File: config.mk
export PLATFORM = sky130hd
export DESIGN_NAME = byte_translate_map
export DESIGN_NICKNAME = d
export VERILOG_FILES = /design/src/rtl/core/btm_pkg.sv /design/src/rtl/core/btm_front.sv /design/src/rtl/core/btm_queue.sv /design/src/rtl/core/btm_back.sv /design/src/rtl/core/byte_translate_map.sv
export SDC_FILE = /design/constraint.sdc
export NUM_CORES = 2
export LEC_CHECK = 0
export BUFFER_PORTS_ARGS = -buffer_cell sky130_fd_sc_hd__buf_2
export CAP_MARGIN = 40
export CORE_AREA = 2 2 348 608
export DETAILED_ROUTE_END_ITERATION = 7
export DIE_AREA = 0 0 350 610
export GPL_TIMING_DRIVEN = 0
export PLACE_DENSITY = 0.69
export REMOVE_ABC_BUFFERS = 1
export SETUP_SLACK_MARGIN = 0.05
export SLEW_MARGIN = 30
export SYNTH_ARGS = -nofsm -noshare
export SYNTH_HDL_FRONTEND = slang
export SYNTH_SLANG_ARGS = --single-unit
export TNS_END_PERCENT = 50
File: constraint.sdc
create_clock -name clk_i -period 4.8 [get_ports clk_i]
set_clock_uncertainty 0.1 [all_clocks]
set_input_delay 0.24 -clock clk_i [delete_from_list [all_inputs] [get_ports clk_i]]
set_output_delay 0.24 -clock clk_i [all_outputs]
set_load 0.05 [all_outputs]
File: src/rtl/core/btm_pkg.sv
// Shared types and constants for the byte translation map.
// No dependencies.
package btm_pkg;

  localparam int CharW   = 8;
  localparam int MapDepth = 256;
  localparam int ActW    = CharW + 1;

  localparam logic [1:0] REQ_CLEAR = 2'd0;
  localparam logic [1:0] REQ_MAP   = 2'd1;
  localparam logic [1:0] REQ_TEXT  = 2'd2;

  typedef enum logic [2:0] {
    OP_CLEAR = 3'b001,
    OP_MAP   = 3'b010,
    OP_TEXT  = 3'b100
  } btm_op_e;

  typedef struct packed {
    btm_op_e          op;
    logic [CharW-1:0] ch;
    logic [CharW-1:0] repl;
    logic             has_repl;
    logic             last;
  } btm_item_t;

  typedef struct packed {
    logic      push;
    btm_item_t item;
  } btm_push_t;

endpackage

File: src/rtl/core/btm_front.sv
// Front end: accepts requests and classifies them into queue items.
// Depends on btm_pkg.
module btm_front (
  input  logic                     start_i,
  input  logic                     full_i,
  input  logic [1:0]               req_type_i,
  input  logic [btm_pkg::CharW-1:0] char_in_i,
  input  logic [btm_pkg::CharW-1:0] replacement_i,
  input  logic                     has_replacement_i,
  input  logic                     last_in_i,
  output logic                     busy_o,
  output btm_pkg::btm_push_t       push_o
);
  import btm_pkg::*;

  logic accept;
  logic known;

  assign busy_o = full_i;
  assign accept = start_i && !full_i;

  always_comb begin
    known               = 1'b1;
    push_o.item.op      = OP_TEXT;
    push_o.item.ch      = char_in_i;
    push_o.item.repl    = replacement_i;
    push_o.item.has_repl = has_replacement_i;
    push_o.item.last    = last_in_i;
    unique case (req_type_i)
      REQ_CLEAR: push_o.item.op = OP_CLEAR;
      REQ_MAP:   push_o.item.op = OP_MAP;
      REQ_TEXT:  push_o.item.op = OP_TEXT;
      default:   known = 1'b0;  // drop the unused code
    endcase
    push_o.push = accept && known;
  end

endmodule

File: src/rtl/core/btm_queue.sv
// Short in-order queue between front and back end.
// Depends on btm_pkg.
module btm_queue #(
  parameter int Depth = 2
) (
  input  logic               clk_i,
  input  logic               rst_ni,
  input  btm_pkg::btm_push_t push_i,
  input  logic               pop_i,
  output logic               full_o,
  output logic               empty_o,
  output btm_pkg::btm_item_t head_o
);
  import btm_pkg::*;

  localparam int PtrW = (Depth > 1) ? $clog2(Depth) : 1;
  localparam int CntW = $clog2(Depth + 1);
  localparam logic [PtrW-1:0] LastPtr = PtrW'(Depth - 1);
  localparam logic [CntW-1:0] FullCnt = CntW'(Depth);

  btm_item_t       slot_q [Depth];
  logic [PtrW-1:0] wr_q, wr_d, rd_q, rd_d;
  logic [CntW-1:0] cnt_q, cnt_d;
  logic            do_pop;

  assign full_o  = (cnt_q == FullCnt);
  assign empty_o = (cnt_q == '0);
  assign head_o  = slot_q[rd_q];
  assign do_pop  = pop_i && !empty_o;

  always_comb begin
    wr_d  = wr_q;
    rd_d  = rd_q;
    cnt_d = cnt_q;
    if (push_i.push) begin
      wr_d = (wr_q == LastPtr) ? '0 : wr_q + PtrW'(1);
    end
    if (do_pop) begin
      rd_d = (rd_q == LastPtr) ? '0 : rd_q + PtrW'(1);
    end
    case ({push_i.push, do_pop})
      2'b10:   cnt_d = cnt_q + CntW'(1);
      2'b01:   cnt_d = cnt_q - CntW'(1);
      default: cnt_d = cnt_q;
    endcase
  end

  always_ff @(posedge clk_i or negedge rst_ni) begin
    if (!rst_ni) begin
      wr_q  <= '0;
      rd_q  <= '0;
      cnt_q <= '0;
    end else begin
      wr_q  <= wr_d;
      rd_q  <= rd_d;
      cnt_q <= cnt_d;
    end
  end

  always_ff @(posedge clk_i) begin
    if (push_i.push) begin
      slot_q[wr_q] <= push_i.item;
    end
  end

endmodule

File: src/rtl/core/btm_back.sv
// Back end: map table, clear, first-wins mapping writes and text lookup.
// Depends on btm_pkg.
module btm_back (
  input  logic                      clk_i,
  input  logic                      rst_ni,
  input  logic                      empty_i,
  input  btm_pkg::btm_item_t        head_i,
  output logic                      pop_o,
  output logic                      done_o,
  output logic [btm_pkg::CharW-1:0] out_char_o,
  output logic                      kept_o,
  output logic                      last_out_o
);
  import btm_pkg::*;

  logic [MapDepth-1:0] set_q, set_d;
  logic [ActW-1:0]     act_mem [MapDepth];
  logic [ActW-1:0]     act_rd_q;
  logic                wr_en;
  logic                rd_en;

  logic                done_q;
  logic                hit_q;
  logic [CharW-1:0]    ch_q;
  logic                last_q;

  assign pop_o = !empty_i;
  assign wr_en = pop_o && (head_i.op == OP_MAP) && !set_q[head_i.ch];
  assign rd_en = pop_o && (head_i.op == OP_TEXT);

  always_comb begin
    set_d = set_q;
    if (pop_o && (head_i.op == OP_CLEAR)) begin
      set_d = '0;
    end else if (wr_en) begin
      set_d[head_i.ch] = 1'b1;
    end
  end

  always_ff @(posedge clk_i or negedge rst_ni) begin
    if (!rst_ni) begin
      set_q  <= '0;
      done_q <= 1'b0;
    end else begin
      set_q  <= set_d;
      done_q <= rd_en;
    end
  end

  // Table and text payload carry no reset.
  always_ff @(posedge clk_i) begin
    if (wr_en) begin
      act_mem[head_i.ch] <= {head_i.has_repl, head_i.repl};
    end
    if (rd_en) begin
      act_rd_q <= act_mem[head_i.ch];
      hit_q    <= set_q[head_i.ch];
      ch_q     <= head_i.ch;
      last_q   <= head_i.last;
    end
  end

  always_comb begin
    kept_o     = 1'b1;
    out_char_o = ch_q;
    if (hit_q) begin
      kept_o     = act_rd_q[ActW-1];
      out_char_o = act_rd_q[ActW-1] ? act_rd_q[CharW-1:0] : '0;
    end
  end

  assign done_o     = done_q;
  assign last_out_o = last_q;

endmodule

File: src/rtl/core/byte_translate_map.sv
// Byte translation map, top level.
// Path: an accepted text byte is written into a queue slot, read at the queue head by the
// back end, and its lookup result is registered and shown on the outputs with done_o.
// Throughput: one request per cycle while busy is low; the back end retires one queue
// item per cycle, bound by the single read/write port of the action table.
// Reset: asynchronous; the map comes up as identity, no clearing pass, and the
// result strobe is unconditional, the receiver cannot stall it.
module byte_translate_map #(
  parameter int QueueDepth = 2
) (
  input  logic                      clk_i,
  input  logic                      rst_ni,
  input  logic                      start,
  output logic                      busy,
  input  logic [1:0]                req_type_i,
  input  logic [btm_pkg::CharW-1:0] char_in_i,
  input  logic [btm_pkg::CharW-1:0] replacement_i,
  input  logic                      has_replacement_i,
  input  logic                      last_in_i,
  output logic                      done_o,
  output logic [btm_pkg::CharW-1:0] out_char_o,
  output logic                      kept_o,
  output logic                      last_out_o
);
  import btm_pkg::*;

  btm_push_t push;
  btm_item_t head;
  logic      full;
  logic      empty;
  logic      pop;

  // Classify each transfer; clear, map and text items go on, code 3 is dropped.
  btm_front u_front (
    .start_i           (start),
    .full_i            (full),
    .req_type_i        (req_type_i),
    .char_in_i         (char_in_i),
    .replacement_i     (replacement_i),
    .has_replacement_i (has_replacement_i),
    .last_in_i         (last_in_i),
    .busy_o            (busy),
    .push_o            (push)
  );

  // Hold items in order until the back end takes them.
  btm_queue #(
    .Depth (QueueDepth)
  ) u_queue (
    .clk_i   (clk_i),
    .rst_ni  (rst_ni),
    .push_i  (push),
    .pop_i   (pop),
    .full_o  (full),
    .empty_o (empty),
    .head_o  (head)
  );

  // Carry out items: clear the valid bits, write first mapping only, look up text.
  btm_back u_back (
    .clk_i      (clk_i),
    .rst_ni     (rst_ni),
    .empty_i    (empty),
    .head_i     (head),
    .pop_o      (pop),
    .done_o     (done_o),
    .out_char_o (out_char_o),
    .kept_o     (kept_o),
    .last_out_o (last_out_o)
  );

endmodule

**After elaboration in Yosys (flattened, before gate mapping)**

Memory sizes are Yosys's and may differ from the RTL's. A register that Yosys moved wholly into a read port is not among the register bits.
Cells that the tools add are included.

- Bits in registers: 271
- RAM bits: 2346
- Output and inout bits: 12
- Word-level logic and storage cells: 58
- Memories kept: 2

Memories:

| memory | depth | bits a word | read ports | clocked after Yosys merged registers in | wr ports | RTL line | text |
|---|---|---|---|---|---|---|---|
| u_back.act_mem | 256 | 9 | 1 | 1 | 1 | btm_back.sv:17 | `logic [ActW-1:0] act_mem [MapDepth];` |
| u_queue.slot_q | 2 | 21 | 1 | 0 | 1 | btm_queue.sv:21 | `btm_item_t slot_q [Depth];` |

- Add/subtract/negate cells: 4
- Magnitude comparators: 2
- Equal/unequal tests: 8
- Multiplexer cells: 18
- Bitwise gates (word level): 1
- Reduce and logical (&&, ||, !) cells: 15

Operators with widths:

| operator | count |
|---|---|
| $mux 256 | 2 |
| $or 256x256->256 | 1 |
| $mux 8 | 2 |
| $mux 1 | 10 |
| $lt 8x9->1 const B | 1 |
| $bmux 1 s8 | 1 |
| $demux 1 s8 | 1 |
| $ge 8x1->1 const B | 1 |
| $logic_and 1x1->1 | 7 |
| $eq 2x2->1 const B | 3 |
| $pmux 3 s2 | 1 |
| $eq 2x1->1 const B | 2 |
| $logic_not 2->1 | 2 |
| $pmux 2 s2 | 1 |
| $reduce_bool 2->1 | 2 |
| $eq 3x1->1 const B | 1 |
| $eq 3x2->1 const B | 1 |
| $eq 3x3->1 const B | 1 |
| $logic_not 1->1 | 3 |
| $reduce_or 3->1 | 1 |
| $add 1x1->1 const B | 2 |
| $add 2x1->2 const B | 1 |
| $sub 2x1->2 const B | 1 |

**Longest topological paths before layout**

An unclocked memory read counts as a cell.

- Depth in word-level cells: 8
- Gate-level depth with buffers: 16
- Depth with buffers taken out: 9

**By module**

From an unflattened synthesis, not the netlist that was laid out.

- Cells, all modules: 5018
- Area, all modules: 103301.6 sq um

Modules (own cells, without submodules):

| module | times used | cells an instance | area an instance (sq um) | seq. area each (sq um) |
|---|---|---|---|---|
| btm_back | 1 | 4912 | 101421.0 | 76188.1 |
| btm_queue | 1 | 82 | 1707.9 | 1361.3 |
| btm_front | 1 | 24 | 172.7 | 0.0 |

**Worst setup path before layout**

No wires, ideal clock.

- Kind: register -> register
- From: memory u_queue.slot_q[1][10] (netlist bit)
- To: memory u_back.act_mem[250][0] (netlist bit), enable pin
- Library setup time: 0.402 ns
- Arrival: 3.567 ns
- Slack: 0.731 ns
- Stages on the path, launching flop included: 15
- Buffers on the path: 7
- Clock period less this slack: 4.069 ns
- Path through: edfxtp_1 and3_1 clkbuf_1 buf_4 buf_6 buf_2 buf_4 buf_4 o21a_1 o41ai_1 o221ai_1 o22ai_1 a211oi_1 buf_6 nor4_1

- Longest elaborated chain between the ends: 7

RTL lines:

| element | RTL line | text |
|---|---|---|
| start: declaration | btm_queue.sv:21 |  |
| $mem_v2 2x21 * | - |  |
| $bmux 1 s8 | btm_back.sv:28 | `assign wr_en = pop_o && (head_i.op == OP_MAP) && !set_q[head_i.ch];` |
| $mux 1 (implied by the code) | btm_back.sv:28 |  |
| $logic_not 1->1 | btm_back.sv:28 |  |
| $logic_and 1x1->1 | btm_back.sv:28 |  |
| $mux 1 | btm_back.sv:52 | `if (wr_en) begin` |
| $mux 1 (implied by the code) | btm_back.sv:53 | `act_mem[head_i.ch] <= {head_i.has_repl, head_i.repl};` |
| end: declaration | btm_back.sv:17 |  |

Mark *: on every way between the ends. The rest lies on a longest branch, timed or not. The select of a mux whose other input is x is not followed.

**Final worst setup path**

- From: register u_queue.rd_q
- To: memory u_back.act_mem[182][8] (netlist bit), enable pin

- Longest elaborated chain between the ends: 7
- Elaborated cells on any way between the ends: 9
- Those cells by class: eq/ne: 1; mux: 4; reduce/logical: 3; memory: 1

RTL lines:

| element | RTL line | text |
|---|---|---|
| start: declaration | btm_queue.sv:22 | `logic [PtrW-1:0] wr_q, wr_d, rd_q, rd_d;` |
| start signal: assignment | btm_queue.sv:55 | `rd_q <= rd_d;` |
| $mem_v2 2x21 * | - |  |
| $bmux 1 s8 | btm_back.sv:28 |  |
| $mux 1 (implied by the code) | btm_back.sv:28 |  |
| $logic_not 1->1 | btm_back.sv:28 |  |
| $logic_and 1x1->1 | btm_back.sv:28 |  |
| $mux 1 | btm_back.sv:52 |  |
| $mux 1 (implied by the code) | btm_back.sv:53 |  |

Marks and branches as above.

==> results_dict.tcl <==
set metrics [dict create \
    syn-cell-area_um2 104000 \
    hpwlAfterDp_mm 201 \
    drc 0 \
    crit_family "simple AND/OR/NAND/NOR gates" \
    area_delta_synth_final_pct 19.1 \
    r2r_start "u_queue.rd_q$_DFFE_PN0P_" \
    synth.distinct_cells 73 \
    start_util_pct 49.7 \
    rrSetupSlack_ns -0.09 \
    place_ws_ns -2.28 \
    placed_area_um2 112000 \
    portBuffers 34 \
    hold_path_class "in2reg" \
    synthCells 6206 \
    track_usage_pct 31.0 \
    critical_path_class "reg2reg" \
    mostFrequentLayoutCells "2365 x edfxtp_1, 699 x nand2_1, 325 x mux4_2" \
    fmax_ghz 0.204 \
    die_w_um 350 \
    cts_buffers 217 \
    antenna_found_initial 16 \
    final.fill_count 14556 \
    p_switching_uw 23800 \
    grt_pass1_vias 62753 \
    vias 64030 \
    path_cells "mux2i_4 -> buf_6 -> buf_8 -> buf_8 -> nor2_4 -> buf_16 -> buf_16 -> a22o_1 -> nor4_4 -> or4_4 -> buf_12 -> nand2_8 -> nor2_2 -> buf_4" \
    maxCapViolCount 0 \
    drive_above_1_share_pct 24.5 \
    routedWlPerCell_um 34.8 \
    finalWorstPathRequiredPeriod_ns 4.89 \
    outcome "complete, but fails checks" \
    dr.first_iter.drc_count 9522 \
    avgSynthCellArea_um2 16.7 \
    synth_edf_count 2365 \
    root_buffer "clkbuf_16" \
    p_total_uw 69500 \
    gp_routability_congestion 0.901 \
    violations "negative setup slack" \
    async_reset_ff_share_pct 9.94 \
    rows 222 \
    layout_commonest_cell "edfxtp_1" \
    ys_ff_latch 2626 \
    setup_tns_ns -5.00 \
    yosys_warnings 0 \
    hold_viol 0 \
    seq_area_frac_synth_pct 74.7 \
    crit_fanout 32 \
    fin_area_um2 124000 \
    setup_viol 160 \
    startpoint "u_queue.rd_q$_DFFE_PN0P_" \
    clk_pin_slew_ns 0.06 \
    synthFlopType "edfxtp_1" \
    leakage_uw 0.0427 \
    ant_nets 0 \
    worstSetupStartpointType "flop" \
    clockBufferDepth 4 \
    final_net_count 6660 \
    grt_first_pass_wirelength_mm 465 \
    arrival_ns 5.37 \
    final.period_utilization_pct 102 \
    stdcell_count 9620 \
    rsz0062_at_grt "true" \
    clkPwrFrac_pct 26.1 \
    dieArea_um2 214000 \
    tightest_slew_ns 1.27 \
    core_area_um2 209000 \
    power.internal_uw 45700 \
    power_frac_seq_pct 39.8 \
    slew_viol_final 0 \
    swShare_pct 34.2 \
    setup_slack_ns -0.0925 \
    clock-sinks 2626 \
    overflow 0 \
    ir_worst_vdd_uv 638 \
    power.density_nw_per_um2 562 \
    worstPathRequired_ns 5.28 \
    worst_setup_path_end_kind "flop" \
    cp_num_buf_inv 7 \
    cts_tree "yes" \
    crit_path_top_delay_cell "nor4_4" \
    cpPeakStageDelay_ns 0.72 \
    min_from "req_type_i[1]" \
    clock_latency_ns 0.88 \
    ioPinCount 35 \
    avgViaCountPerCell 6.66 \
    dpl.cell_count 8971 \
    grt_max_degree 109 \
    die_height_um 610 \
    slew_headroom_pct 15.3 \
    combPwrFrac_pct 34.1 \
    finalWirelength_mm 335 \
    dr.pass1.iters 5 \
    h-tree-depth 4 \
]
[sequential cells by signal, indices dropped and copies added, names as in the netlist]
name,cells
u_back.set_q,256
u_queue.cnt_q,2
u_back.ch_q,8
u_back.act_mem,2304
u_back.hit_q,1
u_back.last_out_o,1
u_back.done_o,1
u_queue.wr_q,1
u_queue.slot_q,42
u_queue.rd_q,1
u_back.act_rd_q,9
[metal layers]
layer | up-vias | routed length (µm) | global-route usage (%)
met5 | - | 154 | 0
met4 | 22 | 33900 | 26.4
met3 | 1285 | 37400 | 7.53
met2 | 4897 | 159000 | 48.9
met1 | 32555 | 104000 | 35.4
li1 | 25271 | - | -
[logic make-up after synthesis]
group | count (synthesis) | synth area share, %
adder cells (fa/ha/maj) | 1 | 0.0121
flip-flops | 2626 | 74.7
AND/OR/NAND/NOR | 1484 | 6.59
XOR/XNOR | 5 | 0.0422
AO/OA/AOI/OAI | 1074 | 7.06
multiplexers | 568 | 9.42
buffers and inverters | 448 | 2.13
[power by group through the flow]
stage                     Combinational, µW  Sequential [µW]  Clock (µW)
after detailed placement              19900            28200           0
after global placement                13200            28800           0
after floorplan                        9180            28400           0
after global routing                  24000            27700       18900
after CTS                             22600            27600       18200
final                                 23700            27700       18100
[Yosys cell counts (28+ instances only)]
library cell | instances | area share [%]
edfxtp_1 | 2365 | 68
nand2_1 | 734 | 2.7
mux4_2 | 325 | 7.1
nand3_1 | 277 | 1.3
dfrtp_1 | 261 | 6.3
mux2i_1 | 227 | 2.2
nor2_1 | 215 | 0.78
o21a_1 | 196 | 1.4
clkbuf_1 | 193 | 0.70
o21ai_0 | 189 | 0.91
buf_2 | 144 | 0.69
a21oi_1 | 127 | 0.61
a22oi_1 | 118 | 0.85
o22ai_1 | 108 | 0.65
a21o_1 | 95 | 0.69
and3_1 | 56 | 0.34
a31oi_1 | 49 | 0.30
nor3_1 | 46 | 0.22
buf_4 | 33 | 0.24
a311oi_1 | 30 | 0.25
buf_1 | 30 | 0.11
nor2_4 | 30 | 0.33
nor3_2 | 30 | 0.29
buf_6 | 28 | 0.30
[timing repair]
action                                  CTS  global route
hold buffers                             42             0
setup endpoints to repair              2570           866
resized for setup                       303            60
endpoints found under the hold margin   336             0
setup buffers                           103            45
cloned                                   37             6
pin swaps                                40            25
[stage by stage]
stage | hold slack, ns | util (%)
floorplan | -0.156 | -
global placement | 0.328 | 50.5
detailed placement | 0.103 | 53.6
CTS | 0.0227 | 58.8
global route | 0.0940 | 59.2
finish | 0.0873 | 59.2
[worst paths after layout]
kind / end / cells past startpoint
setup / recovery: u_back.act_mem[182][8]$_DFFE_PP_ / 14
hold / removal: u_queue.slot_q[1][20]$_DFFE_PP_ / 2
setup reg to reg: u_back.act_mem[182][8]$_DFFE_PP_ / 14
hold reg to reg: u_back.set_q[87]$_DFFE_PN0P_ / 1
max in group asynchronous: u_back.set_q[152]$_DFFE_PN0P_ / 4
min in group asynchronous: u_back.set_q[74]$_DFFE_PN0P_ / 4
[final cells by class]
class                   count  area (µm²)  area share, %
flip-flops and latches   2626       77600           62.8
multi-input cells        3137       26500           21.4
repair buffers            633        8730           7.07
clock buffers             275        5770           4.67
well taps                2800        3500           2.84
clock inverters           121        1340           1.08
inverters                  19         143          0.115
repair inverters            2        20.0         0.0162
diodes                      7        17.5         0.0142
No activity file was read; power rests on OpenSTA's default activity.
